===== src/rtl/core/internet_checksum_stream_core_macros.svh =====
// Assertion macros shared by the checksum core modules.
// Depends on nothing; the using module must provide clk_i and rst_ni.
`ifndef INTERNET_CHECKSUM_STREAM_CORE_MACROS_SVH
`define INTERNET_CHECKSUM_STREAM_CORE_MACROS_SVH

`ifndef SYNTHESIS
`define ICS_ASSERT(lbl, prop) \
  lbl: assert property (@(posedge clk_i) disable iff (!rst_ni) prop) \
    else $error("ics assertion failed");
`define ICS_ASSERT_MSG(lbl, prop, msg) \
  lbl: assert property (@(posedge clk_i) disable iff (!rst_ni) prop) \
    else $error(msg);
`else
`define ICS_ASSERT(lbl, prop)
`define ICS_ASSERT_MSG(lbl, prop, msg)
`endif

`endif


===== src/rtl/core/ics_pkg.sv =====
// Types, constants and the end-around add for the checksum core.
// No dependencies.
package ics_pkg;

  localparam int unsigned CountW    = 16;
  localparam int unsigned WordW     = 16;
  localparam int unsigned ByteW     = 8;
  localparam int unsigned InitW     = 32;
  localparam int unsigned QueueDepth = 2;
  localparam logic [WordW-1:0] WordMask = 16'hffff;

  typedef enum logic {
    OP_START = 1'b0,
    OP_DATA  = 1'b1
  } op_e;

  typedef enum logic [1:0] {
    PH_IDLE = 2'd0,
    PH_SKIP = 2'd1,
    PH_SUM  = 2'd2,
    PH_DONE = 2'd3
  } phase_e;

  typedef enum logic {
    ST_OK     = 1'b0,
    ST_NODATA = 1'b1
  } status_e;

  typedef struct packed {
    op_e              op;
    logic [CountW-1:0] skip_bytes;
    logic [CountW-1:0] sum_length;
    logic [InitW-1:0]  seed_sum;
    logic [ByteW-1:0]  data_byte;
    logic              end_of_data;
  } op_t;

  // ones' complement add of two 16-bit words with end-around carry
  function automatic logic [WordW-1:0] oc_add(input logic [WordW-1:0] a,
                                              input logic [WordW-1:0] b);
    logic [WordW:0] s;
    s = {1'b0, a} + {1'b0, b};
    return s[WordW-1:0] + {{(WordW-1){1'b0}}, s[WordW]};
  endfunction

endpackage


===== src/rtl/core/ics_if.sv =====
// Valid/ready channel interfaces for the checksum core: job/byte input and result.
// Depends on nothing.
interface ics_in_if;
  logic        valid;
  logic        ready;
  logic        kind;
  logic [15:0] skip_bytes;
  logic [15:0] sum_length;
  logic [31:0] seed_sum;
  logic [7:0]  data_byte;
  logic        end_of_data;

  modport source (output valid, kind, skip_bytes, sum_length, seed_sum, data_byte,
                  end_of_data, input ready);
  modport sink   (input valid, kind, skip_bytes, sum_length, seed_sum, data_byte,
                  end_of_data, output ready);
endinterface

interface ics_out_if;
  logic        valid;
  logic        ready;
  logic [15:0] checksum;
  logic        status;

  modport source (output valid, checksum, status, input ready);
  modport sink   (input valid, checksum, status, output ready);
endinterface


===== src/rtl/core/ics_front.sv =====
// Front end: accepts input words and decodes them into queue entries.
// Depends on ics_pkg and ics_in_if.
module ics_front (
  ics_in_if.sink       in_i,
  input  logic         q_full_i,
  output logic         push_o,
  output ics_pkg::op_t op_o
);
  import ics_pkg::*;

  assign in_i.ready = !q_full_i;
  assign push_o     = in_i.valid && !q_full_i;

  always_comb begin
    op_o.op          = in_i.kind ? OP_DATA : OP_START;
    op_o.skip_bytes  = in_i.skip_bytes;
    op_o.sum_length  = in_i.sum_length;
    op_o.seed_sum    = in_i.seed_sum;
    op_o.data_byte   = in_i.data_byte;
    // an end marker on a start word means nothing
    op_o.end_of_data = in_i.kind && in_i.end_of_data;
  end

endmodule


===== src/rtl/core/ics_queue.sv =====
// Two-entry register queue between front and back end.
// Depends on ics_pkg and the assertion macros.
`include "internet_checksum_stream_core_macros.svh"

module ics_queue (
  input  logic         clk_i,
  input  logic         rst_ni,
  input  logic         push_i,
  input  ics_pkg::op_t push_op_i,
  output logic         full_o,
  input  logic         pop_i,
  output logic         valid_o,
  output ics_pkg::op_t pop_op_o
);
  import ics_pkg::*;

  localparam int unsigned PtrW = $clog2(QueueDepth);
  localparam int unsigned CntW = $clog2(QueueDepth + 1);

  op_t             mem_q [QueueDepth];
  logic [PtrW-1:0] wr_ptr_q, wr_ptr_d;
  logic [PtrW-1:0] rd_ptr_q, rd_ptr_d;
  logic [CntW-1:0] count_q, count_d;
  logic            do_push, do_pop;

  assign full_o   = (count_q == CntW'(QueueDepth));
  assign valid_o  = (count_q != '0);
  assign pop_op_o = mem_q[rd_ptr_q];
  assign do_push  = push_i && !full_o;
  assign do_pop   = pop_i && valid_o;

  always_comb begin
    wr_ptr_d = wr_ptr_q;
    rd_ptr_d = rd_ptr_q;
    count_d  = count_q;
    if (do_push) begin
      wr_ptr_d = (wr_ptr_q == PtrW'(QueueDepth - 1)) ? '0 : wr_ptr_q + PtrW'(1);
    end
    if (do_pop) begin
      rd_ptr_d = (rd_ptr_q == PtrW'(QueueDepth - 1)) ? '0 : rd_ptr_q + PtrW'(1);
    end
    if (do_push && !do_pop) begin
      count_d = count_q + CntW'(1);
    end else if (do_pop && !do_push) begin
      count_d = count_q - CntW'(1);
    end
  end

  always_ff @(posedge clk_i or negedge rst_ni) begin
    if (!rst_ni) begin
      wr_ptr_q <= '0;
      rd_ptr_q <= '0;
      count_q  <= '0;
    end else begin
      wr_ptr_q <= wr_ptr_d;
      rd_ptr_q <= rd_ptr_d;
      count_q  <= count_d;
    end
  end

  always_ff @(posedge clk_i) begin
    if (do_push) begin
      mem_q[wr_ptr_q] <= push_op_i;
    end
  end

  `ICS_ASSERT(a_count_bound, count_q <= CntW'(QueueDepth))
  `ICS_ASSERT_MSG(a_no_push_full, !(push_i && full_o), "push into full queue")
  `ICS_ASSERT_MSG(a_pop_only_valid, pop_i |-> valid_o, "pop from empty queue")

endmodule


===== src/rtl/core/ics_back.sv =====
// Back end: skip/sum sequencer with one end-around adder and a result register.
// Depends on ics_pkg, ics_out_if and the assertion macros.
`include "internet_checksum_stream_core_macros.svh"

module ics_back #(
  parameter int unsigned LengthBits = 16
) (
  input  logic         clk_i,
  input  logic         rst_ni,
  input  logic         q_valid_i,
  input  ics_pkg::op_t op_i,
  output logic         pop_o,
  ics_out_if.source    out_o
);
  import ics_pkg::*;

  phase_e                phase_q, phase_d;
  logic [LengthBits-1:0] skip_q, skip_d;
  logic [LengthBits-1:0] len_q, len_d;
  logic [WordW-1:0]      acc_q, acc_d;
  logic                  odd_q, odd_d;
  logic [ByteW-1:0]      held_q, held_d;
  logic                  out_valid_q, out_valid_d;
  logic [WordW-1:0]      cksum_q, cksum_d;
  status_e               status_q, status_d;

  logic                  emit;
  logic                  emit_err;
  logic [WordW-1:0]      add_a, add_b, add_res;
  logic [LengthBits-1:0] skip_dec, len_dec, len_load, skip_load;
  logic                  last_byte;

  assign pop_o     = q_valid_i && (!out_valid_q || out_o.ready);
  assign skip_load = LengthBits'(op_i.skip_bytes);
  assign len_load  = LengthBits'(op_i.sum_length);
  assign skip_dec  = skip_q - LengthBits'(1);
  assign len_dec   = len_q - LengthBits'(1);
  assign last_byte = (len_dec == '0);

  // one shared adder: folds the seed sum on a start, adds a word in summing
  always_comb begin
    if (op_i.op == OP_START) begin
      add_a = op_i.seed_sum[InitW-1:WordW];
      add_b = op_i.seed_sum[WordW-1:0];
    end else begin
      add_a = acc_q;
      add_b = odd_q ? {held_q, op_i.data_byte} : {op_i.data_byte, {ByteW{1'b0}}};
    end
    add_res = oc_add(add_a, add_b);
  end

  always_comb begin
    phase_d  = phase_q;
    skip_d   = skip_q;
    len_d    = len_q;
    acc_d    = acc_q;
    odd_d    = odd_q;
    held_d   = held_q;
    emit     = 1'b0;
    emit_err = 1'b0;

    if (pop_o) begin
      if (op_i.op == OP_START) begin
        skip_d = skip_load;
        len_d  = len_load;
        acc_d  = add_res;
        odd_d  = 1'b0;
        held_d = '0;
        if (len_load == '0) begin
          emit    = 1'b1;
          phase_d = PH_DONE;
        end else begin
          phase_d = (skip_load != '0) ? PH_SKIP : PH_SUM;
        end
      end else begin
        case (phase_q)
          PH_SKIP: begin
            skip_d = skip_dec;
            if (op_i.end_of_data) begin
              emit     = 1'b1;
              emit_err = 1'b1;
              phase_d  = PH_DONE;
            end else if (skip_dec == '0) begin
              phase_d = PH_SUM;
            end
          end
          PH_SUM: begin
            len_d = len_dec;
            if (odd_q || last_byte) begin
              acc_d = add_res;
            end
            if (!odd_q) begin
              held_d = op_i.data_byte;
            end
            // a trailing odd byte is padded and added at once
            odd_d = !odd_q && !last_byte;
            if (last_byte) begin
              emit    = 1'b1;
              phase_d = PH_DONE;
            end else if (op_i.end_of_data) begin
              emit     = 1'b1;
              emit_err = 1'b1;
              phase_d  = PH_DONE;
            end
          end
          default: begin
            // drop bytes outside a job
          end
        endcase
      end
    end

    if (emit) begin
      out_valid_d = 1'b1;
    end else if (out_o.ready) begin
      out_valid_d = 1'b0;
    end else begin
      out_valid_d = out_valid_q;
    end
    cksum_d  = emit ? (emit_err ? '0 : (~acc_d & WordMask)) : cksum_q;
    status_d = emit ? (emit_err ? ST_NODATA : ST_OK) : status_q;
  end

  always_ff @(posedge clk_i or negedge rst_ni) begin
    if (!rst_ni) begin
      phase_q     <= PH_IDLE;
      out_valid_q <= 1'b0;
    end else begin
      phase_q     <= phase_d;
      out_valid_q <= out_valid_d;
    end
  end

  always_ff @(posedge clk_i) begin
    skip_q   <= skip_d;
    len_q    <= len_d;
    acc_q    <= acc_d;
    odd_q    <= odd_d;
    held_q   <= held_d;
    cksum_q  <= cksum_d;
    status_q <= status_d;
  end

  assign out_o.valid    = out_valid_q;
  assign out_o.checksum = cksum_q;
  assign out_o.status   = status_q;

  `ICS_ASSERT_MSG(a_skip_nonzero, (phase_q == PH_SKIP) |-> (skip_q != '0),
                  "skipping with zero count")
  `ICS_ASSERT_MSG(a_len_nonzero, (phase_q == PH_SUM) |-> (len_q != '0),
                  "summing with zero length")
  `ICS_ASSERT_MSG(a_emit_done, emit |=> (phase_q == PH_DONE), "result without done")
  `ICS_ASSERT_MSG(a_err_zero, (out_valid_q && status_q == ST_NODATA) |-> (cksum_q == '0),
                  "error result with nonzero checksum")

endmodule


===== src/rtl/core/internet_checksum_stream_core.sv =====
// Internet ones' complement checksum over a byte stream: top level.
// Input word: kind 0 starts a job (skip_bytes, sum_length, seed_sum),
// kind 1 carries one data byte with an end_of_data marker.
// The block drops skip_bytes bytes, then sums sum_length bytes as big-endian
// 16-bit words (an odd last byte is padded with zero) together with the
// folded seed sum, and returns the complemented 16-bit sum.
// A zero length answers on the start word itself. If end_of_data arrives
// before the length is reached, the result has status 1 and checksum 0.
// Bytes outside a job are dropped; a start word always aborts a running job.
// Throughput: one input word per cycle while the result receiver does not
// stall, held by the single 16-bit end-around adder in the back end. The
// completing word passes the queue, and the result is registered for out_o.
// A two-entry queue parts the front end from the back end; when the result
// receiver stalls, the back end holds its result and the queue fills, then
// in_i.ready drops. Reset (rst_ni low) empties the queue, drops any job and
// any pending result; no clearing pass is needed.
module internet_checksum_stream_core #(
  parameter int unsigned LengthBits = 16
) (
  input  logic      clk_i,
  input  logic      rst_ni,
  ics_in_if.sink    in_i,
  ics_out_if.source out_o
);
  import ics_pkg::*;

  logic q_full;
  logic push;
  logic pop;
  logic q_valid;
  op_t  push_op;
  op_t  pop_op;

  ics_front u_front (
    .in_i     (in_i),
    .q_full_i (q_full),
    .push_o   (push),
    .op_o     (push_op)
  );

  ics_queue u_queue (
    .clk_i     (clk_i),
    .rst_ni    (rst_ni),
    .push_i    (push),
    .push_op_i (push_op),
    .full_o    (q_full),
    .pop_i     (pop),
    .valid_o   (q_valid),
    .pop_op_o  (pop_op)
  );

  ics_back #(
    .LengthBits (LengthBits)
  ) u_back (
    .clk_i     (clk_i),
    .rst_ni    (rst_ni),
    .q_valid_i (q_valid),
    .op_i      (pop_op),
    .pop_o     (pop),
    .out_o     (out_o)
  );

endmodule

===== src/flat_wrapper.sv =====
// flat-port wrapper written by rule: the top's interface ports become plain ports
module internet_checksum_stream_core_flat import ics_pkg::*;
#(
  parameter int unsigned LengthBits = 16
)
  (clk_i, rst_ni, in_i_valid, in_i_kind, in_i_skip_bytes, in_i_sum_length, in_i_seed_sum, in_i_data_byte, in_i_end_of_data, in_i_ready, out_o_valid, out_o_checksum, out_o_status, out_o_ready);
  ics_in_if in_i_i ();
  ics_out_if out_o_i ();
  input  logic clk_i;
  input  logic rst_ni;
  input wire logic [$bits(in_i_i.valid)-1:0] in_i_valid;
  input wire logic [$bits(in_i_i.kind)-1:0] in_i_kind;
  input wire logic [$bits(in_i_i.skip_bytes)-1:0] in_i_skip_bytes;
  input wire logic [$bits(in_i_i.sum_length)-1:0] in_i_sum_length;
  input wire logic [$bits(in_i_i.seed_sum)-1:0] in_i_seed_sum;
  input wire logic [$bits(in_i_i.data_byte)-1:0] in_i_data_byte;
  input wire logic [$bits(in_i_i.end_of_data)-1:0] in_i_end_of_data;
  output wire logic [$bits(in_i_i.ready)-1:0] in_i_ready;
  output wire logic [$bits(out_o_i.valid)-1:0] out_o_valid;
  output wire logic [$bits(out_o_i.checksum)-1:0] out_o_checksum;
  output wire logic [$bits(out_o_i.status)-1:0] out_o_status;
  input wire logic [$bits(out_o_i.ready)-1:0] out_o_ready;
  assign in_i_i.valid = in_i_valid;
  assign in_i_i.kind = in_i_kind;
  assign in_i_i.skip_bytes = in_i_skip_bytes;
  assign in_i_i.sum_length = in_i_sum_length;
  assign in_i_i.seed_sum = in_i_seed_sum;
  assign in_i_i.data_byte = in_i_data_byte;
  assign in_i_i.end_of_data = in_i_end_of_data;
  assign in_i_ready = in_i_i.ready;
  assign out_o_valid = out_o_i.valid;
  assign out_o_checksum = out_o_i.checksum;
  assign out_o_status = out_o_i.status;
  assign out_o_i.ready = out_o_ready;
  internet_checksum_stream_core #(.LengthBits(LengthBits)) u_core (.clk_i(clk_i), .rst_ni(rst_ni), .in_i(in_i_i), .out_o(out_o_i));
endmodule

===== config.mk =====
export PLATFORM = sky130hd
export DESIGN_NAME = internet_checksum_stream_core_flat
export DESIGN_NICKNAME = d
export VERILOG_FILES = /design/src/rtl/core/ics_pkg.sv /design/src/rtl/core/ics_if.sv /design/src/rtl/core/ics_front.sv /design/src/rtl/core/ics_queue.sv /design/src/rtl/core/ics_back.sv /design/src/rtl/core/internet_checksum_stream_core.sv /design/src/flat_wrapper.sv
export VERILOG_INCLUDE_DIRS = /design/src /design/src/rtl/core
export SDC_FILE = /design/constraint.sdc
export NUM_CORES = 1
export LEC_CHECK = 0
export ABC_AREA = 1
export BUFFER_PORTS_ARGS = -buffer_cell sky130_fd_sc_hd__buf_2
export CELL_PAD_IN_SITES_DETAIL_PLACEMENT = 1
export CELL_PAD_IN_SITES_GLOBAL_PLACEMENT = 1
export CORE_MARGIN = 2
export CORE_UTILIZATION = 40
export DETAILED_ROUTE_END_ITERATION = 8
export PLACE_DENSITY_LB_ADDON = 0.3
export SYNTH_ARGS = -nofsm -noshare
export SYNTH_HDL_FRONTEND = slang
export SYNTH_SLANG_ARGS = --single-unit
export TNS_END_PERCENT = 30

===== constraint.sdc =====
create_clock -name clk_i -period 5.4 [get_ports clk_i]
set_input_delay 0.54 -clock clk_i [delete_from_list [all_inputs] [get_ports clk_i]]
set_output_delay 0.54 -clock clk_i [all_outputs]
set_load 0.02 [all_outputs]

==> results of run 1 <==
path summary, 6_finish.rpt:
kind,slack (ns),cells past startpoint,endpoint
worst max register to register,0.55,26,u_core.u_back.out_o.checksum[10]$_SDFFCE_PP0P_
worst max-delay path,0.55,26,u_core.u_back.out_o.checksum[10]$_SDFFCE_PP0P_
worst min register to register,0.52,1,u_core.u_queue.count_q[0]$_DFFE_PN0P_
min in group asynchronous,0.37,2,u_core.u_back.out_o.valid$_DFFE_PN0P_
worst min-delay path,0.19,1,u_core.u_queue.mem_q[1][33]$_DFFE_PP_
max in group asynchronous,4.83,2,u_core.u_queue.rd_ptr_q$_DFFE_PN0P_
through the flow:
| stage | setup slack (ns) | hold WS [ns] | instances | instance area (µm²) | utilization, % |
|---|---|---|---|---|---|
| 3_5_place_dp | 0.457 | 0.402 | 1628 | 12200 | 44.1 |
| 4_1_cts | 0.449 | 0.164 | 1674 | 13100 | 47.0 |
| 3_3_place_gp | 0.639 | 0.400 | 1628 | 12200 | 44.1 |
| 6_report | 0.554 | 0.185 | 1674 | 13100 | 47.1 |
| 5_1_grt | 0.0308 | 0.172 | 1674 | 13100 | 47.1 |
| 2_1_floorplan | 0.927 | 0.244 | 1172 | 11300 | - |
per-layer routing:
metal,up-vias,track usage (%)
li1,4135,-
met1,4060,28.4
met2,159,34.3
met3,39,2.95
met4,0,4.24
met5,-,0
worst reg2reg max path: stages, from the launching register on:
cell	delay [ns]
dfrtp_2	0.42
inv_2	0.08
buf_4	0.53
nand2_1	0.20
a31oi_1	0.31
ha_1	0.29
fa_1	0.29
nand3_1	0.12
nand2_1	0.14
nand3_1	0.10
nand3_1	0.11
nand2_1	0.09
nand2_1	0.09
a21oi_1	0.07
o21bai_1	0.13
ha_1	0.18
ha_1	0.18
inv_1	0.05
nor2_1	0.09
nand3_1	0.12
nor2_1	0.15
nand3_1	0.15
nor3_2	0.26
nand2_1	0.12
xor2_1	0.17
nor2_1	0.11
nor2_1	0.06
state kept, by name, summed over array words and instances (netlist names), named ones only:
| register | count |
|---|---|
| u_core.u_back.out_o.status | 1 |
| u_core.u_back.skip_q | 16 |
| u_core.u_queue.mem_q | 148 |
| u_core.u_queue.rd_ptr_q | 1 |
| u_core.u_back.out_o.checksum | 16 |
| u_core.u_back.odd_q | 1 |
| u_core.u_back.out_o.valid | 1 |
| u_core.u_back.phase_q | 2 |
| u_core.u_back.held_q | 8 |
| u_core.u_back.len_q | 16 |
| u_core.u_back.acc_q | 9 |
| u_core.u_queue.wr_ptr_q | 1 |
| u_core.u_queue.count_q | 2 |
cells by family after synthesis:
logic type | Yosys count | share of synthesized area, %
simple gates | 612 | 22.7
flops | 229 | 59.7
buf+inv | 150 | 5.15
compound gates | 115 | 6.14
fa+ha+maj | 26 | 2.94
xor+xnor | 24 | 1.86
mux | 16 | 1.42
placed cells by master (no fill, tap or decap), types with 5 or more instances in the layout:
master and count:
nand3b_1 7, nor2_2 15, nand2_2 13, nand3_1 52, o21ai_2 5, clkbuf_16 25
a21oi_1 18, buf_2 96, or2_2 5, edfxtp_1 213, nand4_1 9, o32ai_1 8
dfxtp_1 9, clkinv_1 8, buf_4 13, inv_2 6, xor2_1 13, a31oi_1 18
xnor2_1 11, nor2_1 152, o21ai_0 40, clkbuf_1 5, o31ai_1 10, dfrtp_1 6
nor3_1 6, mux2i_1 16, o22ai_1 8, ha_1 25, inv_1 110, nand2_1 337
timing repair:
item                                   CTS  global route
buffers inserted                         0             0
endpoints found under the hold margin    7             0
resized for setup                        0             2
setup endpoints to repair                0             4
hold buffers                             1             0
synthesized netlist by cell type (14+ instances only):
master	n
a21oi_1	18
clkbuf_1	21
mux2i_1	16
nand3_1	52
nand2_1	337
edfxtp_1	213
o21ai_0	40
inv_1	111
nor2_2	14
a31oi_1	18
ha_1	25
nor2_1	155
area by class of cell:
type	count	area, µm²	area share (%)
multi-input combinational	793	4000	30.6
sequential	229	6750	51.7
tap	378	473	3.62
clock buffer	30	644	4.93
timing repair buffer	110	588	4.50
inverter	119	449	3.44
clock inverter	15	163	1.24
==> run summary, run 1 <==
Status -> finished, final reports clean
CTS buffer count -> 25
Largest net degree at the start of global routing -> 60
Starting Density -> 40.7%
Drt total wl -> 29.5 mm
CP max stage cell -> buf_4
N_diodes -> 0
Final Setup Violations -> 0
Area of the core -> 27,800 µm²
RSZ-0062 raised after global routing -> false
Wl on met1 -> 13.9 mm
CP Buf/Inv Count -> 3
FILL cells -> 3,236
CTS Buffer Depth -> 3
Worst-path fanout max -> 59
Min Tclk post-route -> 4.85 ns
Syn Nets -> 1,276
I/O Buffers -> 96
Die Footprint -> 29,600 µm²
Final RePlAce weighted congestion -> 0.874
Seq/Total Area, Yosys -> 59.7%
Setup crit start -> u_core.u_queue.rd_ptr_q$_DFFE_PN0P_
Clock Skews -> 0.0123 ns
P&R area growth vs syn -> 15.7%
Clock slew at reported path FFs -> 0.07 ns
Congestion Overflow GR -> 0
Req. time, crit path -> 5.69 ns
Global-route wire length before repair -> 46.9 mm
Clock Root Buffer -> clkbuf_16
Most used DFF post-synth -> edfxtp_1
Final #Nets -> 1,382
Initial antenna violation count -> 0
Sink Count -> 229
All-Layer GR Usage -> 20.4%
Slew Limit Fails -> 0
Max_slew headroom -> 36.9%
Measured slew at the worst slew-check pin -> 0.946 ns
Vias -> 8,393
CP peak stage delay -> 0.53 ns
Hpwl dp -> 21.6 mm
First-pass DRT Iterations -> 5
Mean area per synthesized cell -> 9.64 µm²
Met3 wire len -> 1.19 mm
Share of the synthesized area in the top cell type -> 56.6%
Hold Violations, Final -> 0
DRC errors left -> 0
I/O pin count -> 97
Vias/cell -> 5.01
Core Rows -> 61
Share of layout cells above drive strength 1 -> 15.6%
Post-synth top area cell -> edfxtp_1
Min-Delay Path Class -> primary input to flop
CTS tree -> yes
Synthesized instance count -> 1,172
Top layer in use -> met4
CTS H-tree depth -> 1
Critical setup path kind -> flop to flop
Yosys cell types -> 41
Final Cycle Share -> 89.7%
Vias in the first global route -> 8,754
Die height -> 172 µm
CP Launch Type -> flop
Worst r2r src -> u_core.u_queue.rd_ptr_q$_DFFE_PN0P_
Max-Cap Viols -> 0
Worst-Skew Late Latency -> 0.55 ns
Post-Synthesis Cell Area -> 11,300 µm²
Worst path top cell family by delay -> simple AND/OR/NAND/NOR gates
Hold path startpoint -> in_i_seed_sum[24]
Final setup TNS -> 0 ns
Antenna Nets Post-Route -> 0
Number of synthesized flops with an enable pin -> 213
Ranking of synthesized cells by area -> edfxtp_1, nand2_1, nor2_1
Max Fclk -> 206 MHz
Die width -> 172 µm
CP endpoint kind -> flop
WL met2 -> 13.9 mm
Yosys reg bits -> 229
Arrival time worst endpoint -> 5.14 ns
1st-iter DRT viols -> 415
Synth async-reset ratio -> 3.06%
WL per Instance -> 17.6 µm
Yosys warns -> 0
Power of run 1 is left out: the tool's default activity adds up to more than one toggle a clock period on the data nets, which glitch-free logic cannot reach.
==> run 2: changes to the inputs <==
--- a/config.mk
+++ b/config.mk
@@ -6,7 +6,7 @@
 export SDC_FILE = /design/constraint.sdc
 export NUM_CORES = 1
 export LEC_CHECK = 0
-export ABC_AREA = 1
+export ABC_AREA = 0
 export BUFFER_PORTS_ARGS = -buffer_cell sky130_fd_sc_hd__buf_2
 export CELL_PAD_IN_SITES_DETAIL_PLACEMENT = 1
 export CELL_PAD_IN_SITES_GLOBAL_PLACEMENT = 1
@@ -16,5 +16,6 @@
 export PLACE_DENSITY_LB_ADDON = 0.3
 export SYNTH_ARGS = -nofsm -noshare
 export SYNTH_HDL_FRONTEND = slang
+export SYNTH_HIERARCHICAL = 1
 export SYNTH_SLANG_ARGS = --single-unit
-export TNS_END_PERCENT = 30
+export TNS_END_PERCENT = 1
==> run summary, run 2 <==
Status -> finished, final reports clean
FILL cells -> 3,096 (-4.3%)
Mean area per synthesized cell -> 12.8 µm² (+33%)
Hold path startpoint -> in_i_skip_bytes[5]
Max Fclk -> 199 MHz (-3.3%)
Largest net degree at the start of global routing -> 75 (+25%)
CTS tree -> yes
Post-Layout Cell Count -> 1,377 (-18%)
DRC errors left -> 0 (unchanged)
Most frequent cells in the layout -> edfxtp_1, buf_2, nor2_1
Max-Cap Viols -> 0 (unchanged)
Largest family of logic cells by synthesized area -> multiplexers
Hold Violations, Final -> 0 (unchanged)
Starting Density -> 40.5% (-0.16 points)
Initial antenna violation count -> 0 (unchanged)
All-Layer GR Usage -> 16.5% (-3.9 points)
Critical setup path kind -> flop to flop
Share of layout cells above drive strength 1 -> 26.8% (+11 points)
Critical path endpoint -> u_core/u_back/out_o.checksum[14]$_SDFFCE_PP0P_
Final Cycle Share -> 92.9% (+3.1 points)
Synthesized instance count -> 938 (-20%)
Sink Count -> 229 (unchanged)
Min Tclk post-route -> 5.01 ns (+0.168 ns)
CP Launch Type -> flop
Slew Limit Fails -> 0 (unchanged)
Most common cell in the netlist -> edfxtp_1
Core Rows -> 63 (+3.3%)
Share of the synthesized area in the top cell type -> 53.3% (-3.3 points)
Placed cell count -> 1,326 (-19%)
First-pass DRT Iterations -> 4 (-1)
Worst r2r dst -> u_core/u_back/out_o.checksum[14]$_SDFFCE_PP0P_
CTS buffer count -> 27 (+8.0%)
Vias in the first global route -> 7,675 (-12%)
Global-route wire length before repair -> 41.1 mm (-12%)
Worst-Skew Late Latency -> 0.55 ns (about the same)
Final RePlAce weighted congestion -> 0.813 (-7.0%)
Post-Synthesis Cell Area -> 12,000 µm² (+6.3%)
Yosys cell types -> 74 (+80%)
P&R area growth vs syn -> 10.2%
Vias/cell -> 5.19 (+3.5%)
Syn Nets -> 1,042 (-18%)
Final setup TNS -> 0 ns (unchanged)
Max_slew headroom -> 22.3% (-15 points)
Die height -> 177 µm (+3.0%)
Congestion Overflow GR -> 0 (unchanged)
Hpwl dp -> 18.3 mm (-16%)
Ranking of synthesized cells by area -> edfxtp_1, mux2_4, buf_4
I/O pin count -> 97 (unchanged)
Req. time, crit path -> 5.81 ns (+0.12 ns)
Yosys warns -> 6 (+6)
R2R cell count -> 20 (-23%)
Area of the core -> 29,600 µm² (+6.7%)
Seq/Total Area, Yosys -> 56.2% (-3.5 points)
Placement Setup Slack -> 0.392 ns (-0.0649 ns)
Most common cell after layout, fill and taps aside -> edfxtp_1
I/O Buffers -> 96 (unchanged)
Clock slew at reported path FFs -> 0.06 ns (about the same)
CTS H-tree depth -> 1 (unchanged)
Synth Area in XOR/XNOR -> 3.57% (+1.7 points)
Final worst setup slack -> 0.386 ns (-0.168 ns)
Arrival time worst endpoint -> 5.42 ns (+0.28 ns)
Final Setup Violations -> 0 (unchanged)
N_diodes -> 0 (unchanged)
Setup crit start -> u_core/u_queue/rd_ptr_q$_DFFE_PN0P_
Worst reg2reg setup slack -> 0.39 ns (-0.17 ns)
Post-synth top area cell -> edfxtp_1
Min-Delay Path Class -> primary input to flop
Commonest cells in the synthesized netlist -> edfxtp_1, nor2_1, buf_4, mux2_4, a21oi_1
Most flops, register -> u_core/u_queue/mem_q
Most used DFF post-synth -> edfxtp_1
RSZ-0062 raised after global routing -> false
Die width -> 177 µm (+3.0%)
CP endpoint kind -> flop
Post-synthesis adder-cell area fraction -> 2.77% (-0.17 points)
Clock Root Buffer -> clkbuf_16
Post-synthesis mux area share -> 11.8% (+10 points)
Final #Nets -> 1,070 (-23%)
Antenna Nets Post-Route -> 0 (unchanged)
Drt total wl -> 25.5 mm (-13%)
Synth async-reset ratio -> 3.06% (unchanged)
Die Footprint -> 31,400 µm² (+6.1%)
Measured slew at the worst slew-check pin -> 1.16 ns (+0.217 ns)
Number of synthesized flops with an enable pin -> 213 (unchanged)
Vias -> 7,148 (-15%)
Max FFs per register -> 148 (unchanged)
1st-iter DRT viols -> 347 (-16%)
WL per Instance -> 18.5 µm (+5.2%)
Worst r2r src -> u_core/u_queue/rd_ptr_q$_DFFE_PN0P_
Yosys reg bits -> 229 (unchanged)
Worst-path fanout max -> 25 (-58%)
Clock Skews -> 0.0146 ns (+0.00225 ns)
Complex-gate fraction of the synthesized area -> 7.90% (+1.8 points)
Simple-gate area share of the yosys netlist -> 11.0% (-12 points)
Util after Layout -> 44.7% (-2.4 points)
CTS Buffer Depth -> 3 (unchanged)
==> run 2: cell count changes in the layout (fill, tap and decap cells not counted), moves of 11 or more <==
cell     before  now
nand2_1     337   33
inv_1       110   21
nor2_1      152   88
mux2_4        0   51
mux2_2        0   46
nand3_1      52   15
a21oi_1      18   47
xnor2_1      11   34
o21ai_0      40   20
nor2_2       15    0
nor4_1        1   16
nand2_2      13    0
a21o_1        0   11
==> run 2: timing repair <==
item | in CTS | in global routing
hold buffers | 1 | 0
gates resized for setup | 0 | 1
setup buffers | 0 | 0
endpoints found under the hold margin | 7 | 0
endpoints found under the setup margin | 0 | 3
==> run 2: cell families (layout without fill, tap and decap cells) <==
kind of cell,Yosys count,in the layout
AND/OR/NAND/NOR,251,251
flip-flops,229,229
AO/OA/AOI/OAI,143,143
buffers and inverters,130,179
multiplexers,110,110
XOR/XNOR,49,49
adder cells (fa/ha/maj),26,26
==> run 2: worst max-delay path, cell delays in order (launching register included) <==
cell	delay [ns]
dfrtp_4	0.43
buf_4	0.42
mux2_4	0.34
mux2_2	0.27
ha_1	0.40
a21o_1	0.23
a21oi_1	0.31
o21ai_0	0.19
o21a_1	0.24
o21ai_0	0.15
a21oi_1	0.08
o21ai_0	0.17
nand2b_1	0.11
ha_1	0.23
ha_1	0.19
and2_1	0.18
nand2_1	0.08
nor4_1	0.07
and4_1	0.24
or4_1	0.47
nand3_1	0.08
==> run 2: area by class of cell <==
class / count / area (µm²) / share of cell area, %
inverter: 23 / 86.3 / 0.652
clock inverter: 13 / 156 / 1.18
sequential: 229 / 6760 / 51.0
timing repair buffer: 106 / 558 / 4.21
multi-input combinational: 579 / 4470 / 33.8
tap: 390 / 488 / 3.69
clock buffer: 37 / 723 / 5.46
==> run 2: per-layer routing <==
layer,vias up,track usage [%],wire length (µm)
met5,-,0,0
met4,0,3.89,514
met3,32,2.41,749
met2,114,28.8,12600
met1,3504,21.6,11700
li1,3498,-,-
==> run 2: metrics by stage <==
stage | cell area (µm²) | hold slack, ns
2_1_floorplan | 12000 | 0.244
3_3_place_gp | 12300 | 0.393
3_5_place_dp | 12300 | 0.390
4_1_cts | 13200 | 0.147
5_1_grt | 13200 | 0.157
6_report | 13200 | 0.177
==> run 2: how the worst min path moves through the flow <==
stage                                                  endpoint  slack (ns)  cells past startpoint
after global routing      u_core/u_queue/mem_q[1][23]$_DFFE_PP_        0.16                      1
final                     u_core/u_queue/mem_q[1][62]$_DFFE_PP_        0.18                      1
after global placement      u_core/u_queue/wr_ptr_q$_DFFE_PN0N_        0.39                      1
after floorplan           u_core/u_back/out_o.valid$_DFFE_PN0P_        0.24                      0
after detailed placement    u_core/u_queue/wr_ptr_q$_DFFE_PN0N_        0.39                      1
after CTS                 u_core/u_queue/mem_q[0][47]$_DFFE_PP_        0.15                      1
Power of run 2 is left out for the same reason.
==> run 3: changes to the inputs <==
--- a/config.mk
+++ b/config.mk
@@ -6,7 +6,7 @@
 export SDC_FILE = /design/constraint.sdc
 export NUM_CORES = 1
 export LEC_CHECK = 0
-export ABC_AREA = 0
+export ABC_AREA = 1
 export BUFFER_PORTS_ARGS = -buffer_cell sky130_fd_sc_hd__buf_2
 export CELL_PAD_IN_SITES_DETAIL_PLACEMENT = 1
 export CELL_PAD_IN_SITES_GLOBAL_PLACEMENT = 1
@@ -14,6 +14,7 @@
 export CORE_UTILIZATION = 40
 export DETAILED_ROUTE_END_ITERATION = 8
 export PLACE_DENSITY_LB_ADDON = 0.3
+export SLEW_MARGIN = 10
 export SYNTH_ARGS = -nofsm -noshare
 export SYNTH_HDL_FRONTEND = slang
 export SYNTH_HIERARCHICAL = 1
==> run summary, run 3 <==
Drt total wl -> 29.1 mm (+14%)
CP Buf/Inv Count -> 2 (+1)
Post-Synthesis Cell Area -> 11,900 µm² (-1.3%)
Die width -> 176 µm (-0.64%)
Post CTS Setup Buffer Count -> 0 (unchanged)
1st-iter DRT viols -> 412 (+19%)
Final Cycle Share -> 86.5% (-6.4 points)
N_diodes -> 0 (unchanged)
Synthesized instance count -> 1,316 (+40%)
I/O pin count -> 97 (unchanged)
Most frequent cells in the layout -> nand2_1, edfxtp_1, inv_1
Clock Skews -> 0.0128 ns (-0.00173 ns)
WL per Instance -> 16.6 µm (-10%)
Max_slew headroom -> 26.3% (+4.0 points)
Clock slew at reported path FFs -> 0.06 ns (about the same)
Largest net degree at the start of global routing -> 51 (-32%)
Grt peak-use layer -> met2
Resized Gates After CTS -> 0 (unchanged)
CP max stage cell -> inv_2
Vias -> 8,443 (+18%)
Min-Delay Path Class -> primary input to flop
RSZ-0062 raised after global routing -> false
Worst Hold Path Cells -> 1 (unchanged)
CP peak stage delay -> 0.57 ns (+0.10 ns)
CTS H-tree depth -> 1 (unchanged)
CP Launch Type -> flop
CTS buffer count -> 25 (-7.4%)
Number of synthesized flops with an enable pin -> 213 (unchanged)
Most common cell after layout, fill and taps aside -> nand2_1
Syn Nets -> 1,420 (+36%)
Seq/Total Area, Yosys -> 57.0% (+0.75 points)
Critical setup path kind -> flop to flop
Min Tclk post-route -> 4.67 ns (-0.346 ns)
Antenna Nets Post-Route -> 0 (unchanged)
Yosys reg bits -> 229 (unchanged)
CTS tree -> yes
Final RePlAce weighted congestion -> 0.880 (+8.2%)
Final setup TNS -> 0 ns (unchanged)
First-pass DRT Iterations -> 5 (+1)
Ranking of synthesized cells by area -> edfxtp_1, nand2_1, buf_4
P&R area growth vs syn -> 10.5%
Max-Cap Viols -> 0 (unchanged)
Initial antenna violation count -> 0 (unchanged)
Post-synth top area cell -> edfxtp_1
M2 GR Usage -> 31.9% (+3.1 points)
Req. time, crit path -> 5.70 ns (-0.11 ns)
All-Layer GR Usage -> 19.5% (+3.0 points)
Congestion Overflow GR -> 0 (unchanged)
Vias/cell -> 4.82 (-7.2%)
Max Fclk -> 214 MHz (+7.4%)
Most flops, register -> u_core/u_queue/mem_q
Status -> finished, final reports clean
Hold_ws -> 0.178 ns (+0.00106 ns)
CTS Buffer Depth -> 3 (unchanged)
Starting Density -> 40.3% (-0.21 points)
Die Footprint -> 31,000 µm² (-1.3%)
Vias in the first global route -> 8,892 (+16%)
Worst path top cell family by delay -> simple AND/OR/NAND/NOR gates
Share of the synthesized area in the top cell type -> 54.0% (+0.71 points)
Die height -> 176 µm (-0.64%)
Synth async-reset ratio -> 3.06% (unchanged)
Met3 global-route usage -> 2.91% (+0.50 points)
Final Setup Violations -> 0 (unchanged)
Critical Path Stages -> 27 (+35%)
Worst-path fanout max -> 43 (+72%)
Placement Setup Slack -> 0.701 ns (+0.309 ns)
Global-route wire length before repair -> 47.7 mm (+16%)
Sink Count -> 229 (unchanged)
Measured slew at the worst slew-check pin -> 1.10 ns (-0.0654 ns)
Core Rows -> 63 (unchanged)
Area of the core -> 29,400 µm² (-0.80%)
Most used DFF post-synth -> edfxtp_1
Final worst setup slack -> 0.732 ns (+0.346 ns)
Share of layout cells above drive strength 1 -> 12.5% (-14 points)
Clock Root Buffer -> clkbuf_16
R2R cell count -> 27 (+35%)
Worst-Skew Late Latency -> 0.55 ns (about the same)
Yosys cell types -> 39 (-47%)
Hold Violations, Final -> 0 (unchanged)
I/O Buffers -> 96 (unchanged)
Max FFs per register -> 148 (unchanged)
Arrival time worst endpoint -> 4.97 ns (-0.45 ns)
CP endpoint kind -> flop
Commonest cells in the synthesized netlist -> nand2_1, edfxtp_1, inv_1, nor2_1, buf_4
Mean area per synthesized cell -> 9.01 µm² (-30%)
Met1 Usage GRT -> 27.5% (+5.9 points)
Slew Limit Fails -> 0 (unchanged)
Final #Nets -> 1,449 (+35%)
Most common cell in the netlist -> nand2_1
DRC errors left -> 0 (unchanged)
Yosys warns -> 6 (unchanged)
Hpwl dp -> 21.3 mm (+17%)
Cell mode on critical path -> nand2_1
==> run 3: final timing paths <==
kind / startpoint / to / slack [ns]
worst max-delay path: u_core/u_queue/rd_ptr_q$_DFFE_PN0P_ / u_core/u_back/out_o.checksum[12]$_SDFFCE_PP0P_ / 0.73
max in group asynchronous: rst_ni / u_core/u_queue/rd_ptr_q$_DFFE_PN0P_ / 4.84
worst max register to register: u_core/u_queue/rd_ptr_q$_DFFE_PN0P_ / u_core/u_back/out_o.checksum[12]$_SDFFCE_PP0P_ / 0.73
worst min register to register: u_core/u_queue/count_q[1]$_DFFE_PN0P_ / u_core/u_queue/count_q[1]$_DFFE_PN0P_ / 0.47
worst min-delay path: in_i_sum_length[10] / u_core/u_queue/mem_q[0][51]$_DFFE_PP_ / 0.18
min in group asynchronous: rst_ni / u_core/u_back/phase_q[0]$_DFFE_PN0P_ / 0.37
==> run 3: area by class of cell <==
cell class | instances | area (µm²)
Fill cell | 3412 | 16300
Sequential cell | 229 | 6750
Multi-Input combinational cell | 873 | 3990
Clock buffer | 27 | 643
Timing Repair Buffer | 109 | 581
Tap cell | 390 | 488
Inverter | 107 | 402
Clock inverter | 18 | 246
==> run 3: worst reg2reg max path, stage by stage (launching register included) <==
cell and delay (ns):
dfrtp_2 0.43, nand2_1 0.08, nand2_2 0.19, inv_2 0.58
nand2_1 0.10, o21ai_0 0.11, ha_1 0.23, fa_1 0.24
nand3_1 0.11, nand2_1 0.12, nand2_1 0.08, nand2_1 0.11
nand2_1 0.11, nand2_1 0.10, a21oi_1 0.07, o21bai_1 0.14
ha_1 0.18, ha_1 0.18, inv_1 0.05, nor2_1 0.14
nand3_1 0.12, nor2_2 0.15, nand4_1 0.19, nor2_2 0.20
nand3_1 0.09, and2_1 0.18, nor2_1 0.09, nor2_1 0.06
==> run 3: per-stage QoR <==
step	area (µm²)	std cells	utilization, %
floorplan	11900	1316	-
global placement	12200	1707	41.5
detailed placement	12200	1707	41.5
CTS	13100	1753	44.6
global route	13100	1753	44.6
finish	13100	1753	44.6
==> run 3: timing repair <==
item / 4_1_cts / 5_1_grt
endpoints found under the hold margin: 7 / 0
setup endpoints to repair: 0 / 0
hold buffers: 1 / 0
==> run 3: layer usage <==
| metal | part of all wire, % | vias up |
|---|---|---|
| li1 | - | 4258 |
| met1 | 49 | 4024 |
| met2 | 46 | 132 |
| met3 | 4.0 | 29 |
| met4 | 1.8 | 0 |
| met5 | 0 | - |
==> run 3: kinds of logic (layout without fill, tap and decap cells) <==
family                     after synthesis  count (layout)  synth area share (%)
xor gates and xnor gates                30              30                  2.22
buffers and inverters                  214             261                  9.49
DFF                                    229             229                  57.0
and+or+nand+nor                        745             745                  25.3
adders and majority gates               26              26                  2.81
AOI/OAI and AO/OA                       72              72                  3.25
Power of run 3 is left out for the same reason.
